## src/rtl/pfla_pkg.sv

```systemverilog
// Package for the free page stack allocator.
// Holds sizes, operation and status codes, controller states and the
// command and status bundles shared by the controller and the datapath.
`default_nettype none

package pfla_pkg;

    localparam int MAX_PAGES  = 32768;
    localparam int PAGE_SHIFT = 12;

    localparam int ADDR_W   = 40;
    localparam int FRAME_W  = ADDR_W - PAGE_SHIFT;
    localparam int IDX_W    = $clog2(MAX_PAGES);
    localparam int DEPTH_W  = IDX_W + 1;
    localparam int COUNT_W  = 16;
    localparam int OP_W     = 2;
    localparam int STATUS_W = 2;

    localparam int PADDR_W = 4;
    localparam int PDATA_W = 64;

    localparam logic [ADDR_W-1:0] KERNEL_END_RST = 40'h00_8000_0000;
    localparam logic [ADDR_W-1:0] PHYS_TOP_RST   = 40'h00_8800_0000;

    typedef enum logic {
        REG_KERNEL_END = 1'b0,
        REG_PHYS_TOP   = 1'b1
    } t_reg_idx;

    typedef enum logic [OP_W-1:0] {
        OP_FREE  = 2'd0,
        OP_ALLOC = 2'd1,
        OP_INIT  = 2'd2,
        OP_NOP   = 2'd3
    } t_op;

    typedef enum logic [STATUS_W-1:0] {
        ST_OK    = 2'd0,
        ST_BAD   = 2'd1,
        ST_EMPTY = 2'd2,
        ST_FULL  = 2'd3
    } t_status;

    typedef enum logic [1:0] {
        S_IDLE,
        S_EXEC,
        S_INIT
    } t_state;

    typedef struct packed {
        logic    capture;
        logic    push_addr;
        logic    push_cursor;
        logic    pop;
        logic    init_start;
        logic    load_out;
        logic    grant;
        t_status status;
    } t_dp_cmd;

    typedef struct packed {
        t_op  op;
        logic addr_bad;
        logic stack_empty;
        logic stack_full;
        logic init_more;
        logic out_free;
    } t_dp_stat;

endpackage

`default_nettype wire

```

## src/rtl/pfla_ctrl.sv

```systemverilog
// Controller of the free page stack allocator: sequences free, allocate
// and the init walk. Drives datapath commands; uses pfla_pkg.
`default_nettype none

module pfla_ctrl (
    input  wire logic                i_clk,
    input  wire logic                i_rst_n,
    input  wire logic                i_in_valid,
    output logic                     o_in_ready,
    input  wire pfla_pkg::t_dp_stat  i_stat,
    output pfla_pkg::t_dp_cmd        o_cmd
);

    pfla_pkg::t_state r_state;
    pfla_pkg::t_state n_state;

    always_ff @(posedge i_clk) begin
        if (!i_rst_n) begin
            r_state <= pfla_pkg::S_IDLE;
        end else begin
            r_state <= n_state;
        end
    end

    always_comb begin
        n_state    = r_state;
        o_in_ready = 1'b0;
        o_cmd      = '0;
        o_cmd.status = pfla_pkg::ST_OK;
        unique case (r_state)
            pfla_pkg::S_IDLE: begin
                o_in_ready = 1'b1;
                if (i_in_valid) begin
                    o_cmd.capture = 1'b1;
                    n_state       = pfla_pkg::S_EXEC;
                end
            end
            pfla_pkg::S_EXEC: begin
                unique case (i_stat.op)
                    pfla_pkg::OP_FREE: begin
                        if (i_stat.out_free) begin
                            o_cmd.load_out = 1'b1;
                            n_state        = pfla_pkg::S_IDLE;
                            priority if (i_stat.addr_bad) begin
                                o_cmd.status = pfla_pkg::ST_BAD;
                            end else if (i_stat.stack_full) begin
                                o_cmd.status = pfla_pkg::ST_FULL;
                            end else begin
                                o_cmd.push_addr = 1'b1;
                            end
                        end
                    end
                    pfla_pkg::OP_ALLOC: begin
                        if (i_stat.out_free) begin
                            o_cmd.load_out = 1'b1;
                            n_state        = pfla_pkg::S_IDLE;
                            if (i_stat.stack_empty) begin
                                o_cmd.status = pfla_pkg::ST_EMPTY;
                            end else begin
                                o_cmd.pop   = 1'b1;
                                o_cmd.grant = 1'b1;
                            end
                        end
                    end
                    pfla_pkg::OP_INIT: begin
                        o_cmd.init_start = 1'b1;
                        n_state          = pfla_pkg::S_INIT;
                    end
                    pfla_pkg::OP_NOP: begin
                        if (i_stat.out_free) begin
                            o_cmd.load_out = 1'b1;
                            n_state        = pfla_pkg::S_IDLE;
                        end
                    end
                    default: ;
                endcase
            end
            pfla_pkg::S_INIT: begin
                if (i_stat.init_more && !i_stat.stack_full) begin
                    o_cmd.push_cursor = 1'b1;
                end else if (i_stat.out_free) begin
                    o_cmd.load_out = 1'b1;
                    o_cmd.status   = i_stat.init_more ? pfla_pkg::ST_FULL : pfla_pkg::ST_OK;
                    n_state        = pfla_pkg::S_IDLE;
                end
            end
            default: begin
                n_state = pfla_pkg::S_IDLE;
            end
        endcase
    end

endmodule

`default_nettype wire

```

## config.mk

```make
export PLATFORM = sky130hd
export DESIGN_NAME = pfla_ctrl
export DESIGN_NICKNAME = d
export VERILOG_FILES = /design/src/rtl/pfla_pkg.sv /design/src/rtl/pfla_ctrl.sv
export SDC_FILE = /design/constraint.sdc
export NUM_CORES = 1
export LEC_CHECK = 0
export BUFFER_PORTS_ARGS = -buffer_cell sky130_fd_sc_hd__buf_2
export CAP_MARGIN = 20
export CORE_AREA = 2 2 39 41
export CTS_BUF_LIST = sky130_fd_sc_hd__clkbuf_16
export CTS_CLUSTER_DIAMETER = 100
export DETAILED_ROUTE_END_ITERATION = 10
export DIE_AREA = 0 0 41 43
export PLACE_DENSITY = 0.67
export SLEW_MARGIN = 20
export SYNTH_ARGS = -nofsm -noshare
export SYNTH_HDL_FRONTEND = slang
export SYNTH_SLANG_ARGS = --single-unit
```

## constraint.sdc

```tcl
create_clock -name i_clk -period 1.65 [get_ports i_clk]
set_clock_uncertainty 0.1 [all_clocks]
set_input_delay 0.165 -clock i_clk [delete_from_list [all_inputs] [get_ports i_clk]]
set_output_delay 0.165 -clock i_clk [all_outputs]
set_load 0.03 [all_outputs]
```

==> impl_metrics.toml <==
[power]
power_leakage_uw = 0.0003062
power_density_nw_per_um2 = 1091
power_uw = 736.0
ir_worst_vdd_uv = 265.4

[logic_synthesis]
synthTopCellsByCount = "ha_1 (8), inv_1 (5), nand2b_1 (3), nor2_1 (3)"
yosys_warnings = 0
synth_flop_cell = "dfxtp_1"
syn_avg_cell_area_um2 = 7.827
yosysTopAreaCellShare_pct = 27.21
ys_async_sr_fraction_pct = 0
synthCells = 47
syn_area_um2 = 367.9
yosys-top-cells-area = "ha_1 (27%), dfxtp_1 (11%), inv_1 (5.1%), nand2b_1 (5.1%), o211ai_1 (4.1%)"
yosys.area.top_type = "ha_1"
synthDistinctLibCells = 24
synth_most_common_cell = "ha_1"
seq_area_frac_synth_pct = 10.88
syn_nets = 65
synth_edf_count = 0
ys_ff_latch = 2

[final_layout]
antenna_cells = 0
fin_util_pct = 48.73
layout.nets = 94
drive_gt1_share_pct = 56.76
top_register = "r_state"
reg.largest.list = "r_state x2"
syn_to_final_growth_pct = 83.33
final-instance-count-excl-fill = 90
fill_cells = 137
largest_register_ffs = 2

[critical_path]
worst_setup_path_start_kind = "register"
endpoint_kind = "output pin"
worst_r2r_endpoint = "r_state[0]$_SDFFE_PN0P_"
crit_type = "reg2out"
cp.arrival_ns = 1.38
required_ns = 1.38
crit_fanout = 5
r2r_setup_slack_ns = 0.06
rr_worst_depth = 5
crit-reg2reg-launch = "r_state[0]$_SDFFE_PN0P_"

[routing]
viasPerCell = 4.778
vias = 430
drtIter0Drc = 5
drt-total-wl_um = 950
drc = 0
avgRoutedWirePerCell_um = 10.56
dr.pass1.iters = 2
ant_nets = 0

[worst_hold_path]
min_to = "r_state[1]$_SDFFE_PN0P_"
hold_start = "i_rst_n"
hold_class = "in2reg"
min_path_cells = 3

[status]
status = "finished, final reports clean"

[floorplan]
fp.dieW_um = 41
coreArea_um2 = 1384
ios = 20
die_area_um2 = 1763
die_h_um = 43
start_util_pct = 26.58
rows = 14

[timing]
rsz0062_at_grt = "true"
hold_violations = 0
layout_min_cycle_time_ns = 1.647
maxSlewHeadroom_pct = 85.75
tightest_slew_ns = 0.2133
finalCritPeriodShare_pct = 99.85
slew_violations = 0
setup_viol = 0
hold_slack_ns = 0.1358
fmax_mhz = 607.0

[global_route]
track_usage_pct = 13.39
first_global_vias = 404
grt_antenna_before_repair = 0
grt_remaining_overflow = 0
grt_max_degree = 9
grt_pass1_wl_um = 1545

[clock_network]
cts_sinks = 2
cts.hold.buffers_added = 0
root_buffer = "clkbuf_16"
cts_buffers = 3
cts_tree = "built"
clkSlewWorstSetupHoldPaths_ns = 0.03
cts_buffer_depth = 2
insertion_delay_ns = 0.22
htree_num_levels = 1

[flow_run]
maxCapViolations = 0

[place]
globalplace.congestion = 0.6767
place_hpwl_um = 707.3
placedCellCount = 85
portBuffers = 19
-- per-stage QoR --
stage | instance area [um2] | setup TNS, ns | worst slack [ns]
final | 674.4 | 0 | 0.002524
after global routing | 674.4 | -0.1243 | -0.06720
after CTS | 668.1 | -0.01683 | -0.01683
after detailed placement | 525.5 | -0.06000 | -0.03177
after global placement | 525.5 | 0 | 0.01385
after floorplan | 387.9 | -0.09332 | -0.05307
-- cell usage in the layout (no fill, tap or decap), types with 2 or more instances in the layout --
cell type / synthesis / final
o211ai_1: 2 / 2
ha_4: 0 / 2
nand2b_1: 3 / 3
nor2b_1: 2 / 2
ha_1: 8 / 5
nand3_1: 2 / 2
buf_6: 0 / 3
and2_1: 2 / 2
nor2_1: 3 / 2
inv_1: 5 / 3
buf_2: 0 / 16
buf_4: 1 / 6
o21ai_1: 2 / 2
clkbuf_16: 0 / 3
nand4_1: 2 / 2
dfxtp_4: 0 / 2
-- cells by family after synthesis --
group	Yosys count	synth area share, %
compound gates	10	17.35
fa+ha+maj	8	27.21
flops	2	10.88
buf+inv	6	7.144
simple gates	21	37.41
-- layer usage --
layer / part of all wire [%] / wire (um) / vias up / track usage, %
li1: - / - / 220 / -
met1: 41 / 385 / 192 / 15.82
met2: 50 / 477 / 14 / 18.75
met3: 5.6 / 53 / 4 / 1.571
met4: 3.6 / 34 / 0 / 14.00
met5: 0 / 0 / - / 0
-- final cells by class --
class / instances / area (um2) / share of cell area [%]
sequential: 2 / 47.55 / 7.050
clock buffer: 3 / 75.07 / 11.13
inverter: 5 / 21.27 / 3.154
tap: 16 / 20.02 / 2.968
multi-input combinational: 39 / 351.6 / 52.13
timing repair buffer: 25 / 158.9 / 23.56
-- what timing repair did --
action                     CTS  global route
gates cloned                 0             0
pin swaps                    1             3
setup endpoints to repair    7             3
setup buffers                2             0
resized for setup           16             3
-- worst max path at each step --
| stage | from | end | depth (start not counted) | slack [ns] |
|---|---|---|---|---|
| after floorplan | r_state[0]$_SDFFE_PN0P_ | r_state[0]$_SDFFE_PN0P_ | 5 | -0.05 |
| after global routing | r_state[1]$_SDFFE_PN0P_ | o_cmd[1] | 6 | -0.07 |
| after detailed placement | r_state[0]$_SDFFE_PN0P_ | r_state[0]$_SDFFE_PN0P_ | 5 | -0.03 |
| after global placement | r_state[0]$_SDFFE_PN0P_ | r_state[0]$_SDFFE_PN0P_ | 5 | 0.01 |
| final | r_state[0]$_SDFFE_PN0P_ | o_cmd[1] | 6 | 0.003 |
| after CTS | r_state[1]$_SDFFE_PN0P_ | o_cmd[1] | 6 | -0.02 |
-- power by group --
group / switching [uW] / internal, uW
Sequential: 21.5 / 64.5
Combinational: 161 / 127
Clock: 54.0 / 308
Total: 237 / 499
-- critical path, stage by stage (launching register included) --
cell and delay, ns:
dfxtp_4 0.36, inv_2 0.08, ha_4 0.14, buf_6 0.10, nand4_1 0.14, a31oi_2 0.19
buf_6 0.15
Note: power is estimated with default switching activity, not from simulation.
