==> config.mk <==
export PLATFORM = sky130hd
export DESIGN_NAME = pfla_regs
export DESIGN_NICKNAME = d
export VERILOG_FILES = /design/src/rtl/pfla_pkg.sv /design/src/rtl/pfla_regs.sv
export SDC_FILE = /design/constraint.sdc
export NUM_CORES = 1
export LEC_CHECK = 0
export ABC_AREA = 1
export BUFFER_PORTS_ARGS = -buffer_cell sky130_fd_sc_hd__buf_2
export CAP_MARGIN = 20
export CELL_PAD_IN_SITES_DETAIL_PLACEMENT = 1
export CELL_PAD_IN_SITES_GLOBAL_PLACEMENT = 2
export CORE_UTILIZATION = 23
export DETAILED_ROUTE_END_ITERATION = 8
export PLACE_DENSITY_LB_ADDON = 0.3
export SYNTH_ARGS = -nofsm -noshare
export SYNTH_HDL_FRONTEND = slang
export SYNTH_SLANG_ARGS = --single-unit
==> constraint.sdc <==
create_clock -name i_clk -period 2.8 [get_ports i_clk]
set_input_delay 0.42 -clock i_clk [delete_from_list [all_inputs] [get_ports i_clk]]
set_output_delay 0.42 -clock i_clk [all_outputs]
set_load 0.005 [all_outputs]
==> src/rtl/pfla_pkg.sv <==
// Package for the free page stack allocator.
// Holds sizes, operation and status codes, controller states and the
// command and status bundles shared by the controller and the datapath.
`default_nettype none

package pfla_pkg;

    localparam int MAX_PAGES  = 32768;
    localparam int PAGE_SHIFT = 12;

    localparam int ADDR_W   = 40;
    localparam int FRAME_W  = ADDR_W - PAGE_SHIFT;
    localparam int IDX_W    = $clog2(MAX_PAGES);
    localparam int DEPTH_W  = IDX_W + 1;
    localparam int COUNT_W  = 16;
    localparam int OP_W     = 2;
    localparam int STATUS_W = 2;

    localparam int PADDR_W = 4;
    localparam int PDATA_W = 64;

    localparam logic [ADDR_W-1:0] KERNEL_END_RST = 40'h00_8000_0000;
    localparam logic [ADDR_W-1:0] PHYS_TOP_RST   = 40'h00_8800_0000;

    typedef enum logic {
        REG_KERNEL_END = 1'b0,
        REG_PHYS_TOP   = 1'b1
    } t_reg_idx;

    typedef enum logic [OP_W-1:0] {
        OP_FREE  = 2'd0,
        OP_ALLOC = 2'd1,
        OP_INIT  = 2'd2,
        OP_NOP   = 2'd3
    } t_op;

    typedef enum logic [STATUS_W-1:0] {
        ST_OK    = 2'd0,
        ST_BAD   = 2'd1,
        ST_EMPTY = 2'd2,
        ST_FULL  = 2'd3
    } t_status;

    typedef enum logic [1:0] {
        S_IDLE,
        S_EXEC,
        S_INIT
    } t_state;

    typedef struct packed {
        logic    capture;
        logic    push_addr;
        logic    push_cursor;
        logic    pop;
        logic    init_start;
        logic    load_out;
        logic    grant;
        t_status status;
    } t_dp_cmd;

    typedef struct packed {
        t_op  op;
        logic addr_bad;
        logic stack_empty;
        logic stack_full;
        logic init_more;
        logic out_free;
    } t_dp_stat;

endpackage

`default_nettype wire

==> src/rtl/pfla_regs.sv <==
// APB-style register file for the managed range bounds.
// Holds kernel_end and phys_top; uses pfla_pkg for widths and reset values.
`default_nettype none

module pfla_regs (
    input  wire logic                          i_clk,
    input  wire logic                          i_rst_n,
    input  wire logic                          psel,
    input  wire logic                          penable,
    input  wire logic                          pwrite,
    input  wire logic [pfla_pkg::PADDR_W-1:0]  paddr,
    input  wire logic [pfla_pkg::PDATA_W-1:0]  pwdata,
    output logic      [pfla_pkg::PDATA_W-1:0]  prdata,
    output logic                               pready,
    output logic      [pfla_pkg::ADDR_W-1:0]   o_kernel_end,
    output logic      [pfla_pkg::ADDR_W-1:0]   o_phys_top
);

    logic [pfla_pkg::ADDR_W-1:0] r_kernel_end;
    logic [pfla_pkg::ADDR_W-1:0] r_phys_top;
    logic                        w_wr;
    pfla_pkg::t_reg_idx          w_idx;

    assign pready = 1'b1;
    assign w_wr   = psel && penable && pwrite && pready;
    assign w_idx  = pfla_pkg::t_reg_idx'(paddr[3]);

    always_ff @(posedge i_clk) begin
        if (!i_rst_n) begin
            r_kernel_end <= pfla_pkg::KERNEL_END_RST;
            r_phys_top   <= pfla_pkg::PHYS_TOP_RST;
        end else if (w_wr) begin
            unique case (w_idx)
                pfla_pkg::REG_KERNEL_END: r_kernel_end <= pwdata[pfla_pkg::ADDR_W-1:0];
                pfla_pkg::REG_PHYS_TOP:   r_phys_top   <= pwdata[pfla_pkg::ADDR_W-1:0];
                default: ;
            endcase
        end
    end

    always_comb begin
        unique case (w_idx)
            pfla_pkg::REG_KERNEL_END:
                prdata = pfla_pkg::PDATA_W'(r_kernel_end);
            pfla_pkg::REG_PHYS_TOP:
                prdata = pfla_pkg::PDATA_W'(r_phys_top);
            default:
                prdata = '0;
        endcase
    end

    assign o_kernel_end = r_kernel_end;
    assign o_phys_top   = r_phys_top;

endmodule

`default_nettype wire

==> metrics.json, run 1 <==
{
  "hold_path": {
    "class_of_the_most_critical_hold_timing_path": "input port to flip-flop"
  },
  "worst_setup_path": {
    "critical_path_peak_fanout": 80,
    "depth_of_the_most_critical_reg_to_reg_path": 2,
    "worstSetupStartpoint": "paddr[3]",
    "timing.reg2reg.setup_slack_ns": 2.16,
    "worstReg2RegEnd": "o_phys_top[33]$_SDFFE_PN0P_",
    "critPathCaptureType": "output port",
    "worst_r2r_startpoint": "o_phys_top[33]$_SDFFE_PN0P_",
    "timing.critical_path.slowest_cell_delay_ns": 0.67,
    "timing.critical_path.required_ns": 2.38,
    "crit_path_cell_trace": "buf_2 -> inv_4 -> nand2_1 -> nand2_1 -> buf_2",
    "cp_data_arrival_time_ns": 1.60,
    "startpoint_kind_of_the_worst_setup_timing_path": "input port",
    "cp_slowest_cell": "sky130_fd_sc_hd__inv_4",
    "path_class": "input port to output port",
    "timing.critical_path.to": "prdata[1]"
  },
  "sta": {
    "max_freq_mhz": 495,
    "fin_setup_tns_ns": 0,
    "min_period_ns": 2.02,
    "maxSlewHeadroom_pct": 39.0,
    "final_max_slew_viol_count": 0,
    "fin_worst_hold_slack_ns": 0.325,
    "finalCritPeriodShare_pct": 72.2,
    "clock_skew_ns": 0,
    "worst_pin_slew_ns": 0.915,
    "setup_violations": 0,
    "grt_setup_unrepaired": "no",
    "hold_viol_final": 0
  },
  "clock_tree": {
    "post_cts_buffers": 0,
    "numCtsBuffers": 9,
    "clk_path_buf_depth": 2,
    "tritoncts": "built",
    "cts_num_sinks": 80,
    "cts_resized": 0,
    "cts.clk_slew.worst_paths_ns": 0.06,
    "ctsHoldBuffers": 0,
    "worst_skew_pair.late_latency_ns": 0.33,
    "htree_levels": 3,
    "cts_root_buffer": "sky130_fd_sc_hd__clkbuf_16"
  },
  "global_routing": {
    "grt_overall_usage_pct": 15.4,
    "grt_max_degree": 81,
    "grt_pass1_wl_mm": 21.9,
    "grt_pass1_vias": 4301,
    "globalRouteOverflowTotal": 0,
    "initial_antenna_violation_count": 0
  },
  "finish": {
    "most_common_cell_after_layout_fill_and_taps_aside": "sky130_fd_sc_hd__nand2_1",
    "post_layout_nonfiller_instances": 996,
    "most-common-layout-cells": "sky130_fd_sc_hd__nand2_1 (204), sky130_fd_sc_hd__buf_2 (165), sky130_fd_sc_hd__nor2_1 (154)",
    "antenna_cells": 0,
    "finish.instance_area_mm2": 0.00509,
    "areaGrowthSynthToFinish_pct": 27.4,
    "post_route_cells_drive_above_1_share_pct": 24.2,
    "count_of_nets_after_finishing": 846
  },
  "route": {
    "via_count_of_the_routed_design": 4242,
    "drt-initial-drc-count": 148,
    "firstDrtPassIters": 4,
    "final_antenna_net_count": 0,
    "route.detailed.wl_per_inst_um": 13.7,
    "routed_wl_mm": 13.6,
    "post_drt_via_cell_ratio": 4.26,
    "drc": 0
  },
  "place": {
    "post_detail_place_hpwl_mm": 9.37,
    "placedCellCount": 982,
    "place_area_mm2": 0.00483,
    "io_buffers": 165,
    "place_congestion": 0.724
  },
  "run_status": {
    "run_status": "finished, final reports clean"
  },
  "synth": {
    "synth.ff_latch_count": 80,
    "area_fraction_of_the_dominant_cell_type_after_synthesis_pct": 40.1,
    "netlist.top_cell.by_area": "sky130_fd_sc_hd__dfxtp_1",
    "synth_seq_area_share_pct": 40.1,
    "synth.top_cells.by_area": "sky130_fd_sc_hd__dfxtp_1 (40%), sky130_fd_sc_hd__nand2_1 (19%), sky130_fd_sc_hd__nor2_1 (14%), sky130_fd_sc_hd__nand3_1 (10%), sky130_fd_sc_hd__buf_4 (5.3%)",
    "netlist_area_mm2": 0.00400,
    "ys_types": 16,
    "postSynthCellCount": 633,
    "ys.warnings.count": 0,
    "syn_area_per_cell_um2": 6.31
  },
  "power_and_ir_drop": {
    "worst_ir_drop_vdd_v": 0.000266,
    "power_leakage_nw": 2.82,
    "p_per_area_mw_per_mm2": 511,
    "design_power_total_w": 0.00260
  },
  "die": {
    "design.portCount": 218,
    "die_area_mm2": 0.0179,
    "fp.coreArea_mm2": 0.0168,
    "start_util_pct": 23.8,
    "die_height_um": 134,
    "dieWidth_um": 134,
    "row_count": 47
  },
  "run": {
    "maxCapViolCount": 0
  }
}
[cell type report]
type / instances / area [um2]
fill: 2226 / 11700
multi-input combinational: 468 / 1880
sequential: 80 / 1600
timing repair buffer: 173 / 918
tap: 220 / 275
clock buffer: 13 / 250
inverter: 41 / 156
clock inverter: 1 / 5.00
[how the worst min path moves through the flow]
stage,start,end,depth (start not counted)
4_1_cts,pwdata[27],o_phys_top[27]$_SDFFE_PN1P_,3
5_1_grt,pwdata[27],o_phys_top[27]$_SDFFE_PN1P_,3
3_3_place_gp,o_phys_top[27]$_SDFFE_PN1P_,o_phys_top[27]$_SDFFE_PN1P_,2
2_1_floorplan,o_phys_top[27]$_SDFFE_PN1P_,o_phys_top[27]$_SDFFE_PN1P_,2
3_5_place_dp,o_phys_top[12]$_SDFFE_PN0P_,o_phys_top[12]$_SDFFE_PN0P_,2
6_report,pwdata[27],o_phys_top[27]$_SDFFE_PN1P_,3
[cells by family after synthesis]
kind of cell / share of synthesized area, %
AOI/OAI and AO/OA: 0.125
and+or+nand+nor: 44.5
DFF: 40.1
buffers and inverters: 15.1
other: 0.188
[power by group]
group | leakage [nW] | internal (W) | switching, W
Sequential | 0.650 | 0.00118 | 0.0000333
Combinational | 2.05 | 0.000128 | 0.000207
Clock | 0.126 | 0.000615 | 0.000441
[synthesized netlist by cell type, drive strengths merged]
library cell    n
clkbuf         10
buf            57
nor2          157
conb            2
inv            41
o21ai           1
nand3          81
nand2         204
dfxtp          80
[state kept, by name (all words and copies together) (netlist names)]
name,count
o_phys_top,40
o_kernel_end,40
[critical path: cells and delay by family]
kind / cells / cell delay [ns]
buffers and inverters: 3 / 0.92
AND/OR/NAND/NOR: 2 / 0.25
[metrics by stage]
stage | util, % | setup slack (ns)
2_1_floorplan | - | 1.28
3_3_place_gp | 28.7 | 0.738
3_5_place_dp | 28.8 | 0.746
4_1_cts | 30.4 | 0.744
5_1_grt | 30.4 | 0.611
6_report | 30.4 | 0.779
[routing by layer]
layer	global-route usage (%)	up-vias	routed length (um)
li1	-	2138	-
met1	18.9	1989	6160
met2	26.9	104	6680
met3	2.53	11	593
met4	6.06	0	191
met5	0	-	0
Note: power is estimated with default switching activity, not from simulation.
==> run 2: changes to the inputs <==
ABC_AREA = 0   (was 1)
CORE_UTILIZATION = 24   (was 23)
clock period = 2 ns   (was 2.8 ns; I/O delays follow)
==> run 2 against run 1 <==
Effect of this change:
- combinational power is 7.5% lower
- die area is 11% lower
- worst hold slack worse by 0.091 ns
- sequential power is 37% higher
- utilization is 2.8 points higher
- flip-flop and latch count stayed put
- non-clock buffer count is 2 lower
- largest power group is now the clock network
- highest routed layer unchanged
==> metrics.json, run 2 <==
{
  "clock_tree": {
    "post_cts_buffers": 0,
    "ctsHoldBuffers": 0,
    "htree_levels": 3,
    "clk_path_buf_depth": 2,
    "worst_skew_pair.late_latency_ns": 0.33,
    "numCtsBuffers": 9,
    "cts_root_buffer": "sky130_fd_sc_hd__clkbuf_16",
    "tritoncts": "built",
    "cts_num_sinks": 80,
    "cts.clk_slew.worst_paths_ns": 0.06,
    "cts_resized": 0
  },
  "power_and_ir_drop": {
    "power.internal_w": 0.00290,
    "design_power_total_w": 0.00373,
    "share_clk_of_total_power_pct": 47.2,
    "p_per_area_mw_per_mm2": 763,
    "comb_power_share_pct": 8.3,
    "power.switching_w": 0.000825,
    "power_switching_share_pct": 22.1,
    "sequentialPowerShare_pct": 44.4,
    "power_leakage_nw": 2.59,
    "worst_ir_drop_vdd_v": 0.000340
  },
  "route": {
    "drt-initial-drc-count": 86,
    "drc": 0,
    "routed_wl_mm": 9.78,
    "final_antenna_net_count": 0,
    "met1_length_mm": 4.39,
    "top_layer_used": "met4",
    "post_drt_via_cell_ratio": 4.25,
    "dr_wl_met3_um": 636,
    "firstDrtPassIters": 4,
    "via_count_of_the_routed_design": 3053,
    "route.detailed.wl_per_inst_um": 13.6,
    "wl_met2_mm": 4.59
  },
  "die": {
    "die_area_mm2": 0.0158,
    "design.portCount": 218,
    "fp.coreArea_mm2": 0.0148,
    "start_util_pct": 25.0,
    "dieWidth_um": 126,
    "die_height_um": 126,
    "row_count": 44
  },
  "worst_setup_path": {
    "critPathCaptureType": "output port",
    "worst_r2r_startpoint": "o_phys_top[38]$_SDFFE_PN0P_",
    "path_class": "input port to output port",
    "timing.critical_path.required_ns": 1.70,
    "startpoint_kind_of_the_worst_setup_timing_path": "input port",
    "critical_path_peak_fanout": 22,
    "worstSetupStartpoint": "paddr[3]",
    "cp_data_arrival_time_ns": 1.20
  },
  "finish": {
    "finish.instance_area_mm2": 0.00489,
    "antenna_cells": 0,
    "fillCellCount": 1757,
    "areaGrowthSynthToFinish_pct": 32.7,
    "count_of_nets_after_finishing": 603,
    "post_route_cells_drive_above_1_share_pct": 42.1,
    "most_common_cell_after_layout_fill_and_taps_aside": "sky130_fd_sc_hd__buf_2",
    "most-common-layout-cells": "sky130_fd_sc_hd__buf_2 (164), sky130_fd_sc_hd__nand2_1 (116), sky130_fd_sc_hd__mux2i_1 (80), sky130_fd_sc_hd__dfxtp_1 (80), sky130_fd_sc_hd__mux2_2 (40)",
    "post_layout_nonfiller_instances": 719
  },
  "place": {
    "place_area_mm2": 0.00457,
    "placedCellCount": 703,
    "io_buffers": 165,
    "pre_cts_ws_ns": 0.477,
    "post_detail_place_hpwl_mm": 6.94,
    "place_congestion": 0.668
  },
  "synth": {
    "synth.ff_latch_count": 80,
    "netlist.top_cell.by_area": "sky130_fd_sc_hd__dfxtp_1",
    "synth_seq_area_share_pct": 43.5,
    "netlist_area_mm2": 0.00368,
    "postSynthCellCount": 377,
    "area_fraction_of_the_dominant_cell_type_after_synthesis_pct": 43.5,
    "ys.warnings.count": 0,
    "synth.top_cells.by_area": "sky130_fd_sc_hd__dfxtp_1 (43%), sky130_fd_sc_hd__mux2i_1 (22%), sky130_fd_sc_hd__mux2_2 (12%), sky130_fd_sc_hd__nand2_1 (12%), sky130_fd_sc_hd__buf_4 (5.1%)",
    "synth_common_cells": "sky130_fd_sc_hd__nand2_1 (116), sky130_fd_sc_hd__dfxtp_1 (80), sky130_fd_sc_hd__mux2i_1 (80)",
    "ys_types": 12,
    "synthArstFlopShare_pct": 0,
    "synthMostInstantiatedCell": "sky130_fd_sc_hd__nand2_1",
    "synth-edff-count": 0,
    "most_instantiated_flip_flop_cell_in_the_synthesis_netlist": "sky130_fd_sc_hd__dfxtp_1",
    "syn_area_per_cell_um2": 9.77
  },
  "global_routing": {
    "grt_pass1_vias": 3057,
    "grt_max_degree": 63,
    "globalRouteOverflowTotal": 0,
    "initial_antenna_violation_count": 0,
    "grt_overall_usage_pct": 12.5,
    "grt_pass1_wl_mm": 15.7
  },
  "hold_path": {
    "worst_hold_startpoint": "pwdata[27]",
    "class_of_the_most_critical_hold_timing_path": "input port to flip-flop"
  },
  "sta": {
    "grt_setup_unrepaired": "no",
    "clock_skew_ns": 0,
    "fin_setup_tns_ns": 0,
    "final_max_slew_viol_count": 0,
    "timing.final.ws_setup_ns": 0.500,
    "min_period_ns": 1.50,
    "max_freq_mhz": 667,
    "hold_viol_final": 0,
    "setup_violations": 0,
    "finalCritPeriodShare_pct": 75.0
  },
  "run": {
    "maxCapViolCount": 0
  },
  "run_status": {
    "run_status": "finished, final reports clean"
  }
}
==> run 2: power by group through the flow <==
stage,Sequential (W),Combinational [W],Clock [W]
floorplan,0.00169,0.000215,0
detailed placement,0.00169,0.000317,0
finish,0.00166,0.000310,0.00176
global placement,0.00169,0.000309,0
global route,0.00166,0.000345,0.00190
CTS,0.00166,0.000318,0.00182
==> run 2: cell families after synthesis <==
family	synth area share (%)
simple gates	13.1
mux	34.0
flops	43.5
buf+inv	9.24
other cells	0.204
==> run 2: metrics by stage <==
step / hold WS [ns] / utilization (%)
floorplan: 0.442 / -
global placement: 0.452 / 31.0
detailed placement: 0.465 / 31.0
CTS: 0.215 / 33.1
global route: 0.232 / 33.1
finish: 0.234 / 33.1
==> run 2: path summary, 6_finish.rpt <==
kind / endpoint / slack (ns) / cells past startpoint
max: prdata[27] / 0.50 / 4
min: o_kernel_end[27]$_SDFFE_PN0P_ / 0.23 / 3
max reg2reg: o_phys_top[38]$_SDFFE_PN0P_ / 1.36 / 2
min reg2reg: o_kernel_end[36]$_SDFFE_PN0P_ / 0.47 / 2
==> run 2: critical path: stages <==
cell                     delay [ns]
sky130_fd_sc_hd__buf_2         0.10
sky130_fd_sc_hd__buf_4         0.29
sky130_fd_sc_hd__mux2_2        0.37
sky130_fd_sc_hd__buf_2         0.12
==> run 2: layer usage <==
layer / track usage, % / vias to the layer above
met5: 0 / -
met2: 20.0 / 107
met4: 5.74 / 0
met1: 15.7 / 1434
met3: 3.10 / 9
li1: - / 1503
==> run 2: final cells by class <==
type	count	area, um2	area share, %
clock buffer	13	250	5.12
tap	184	230	4.71
sequential	80	1600	32.8
multi-input combinational	268	1830	37.4
clock inverter	3	65.1	1.33
timing repair buffer	171	911	18.6
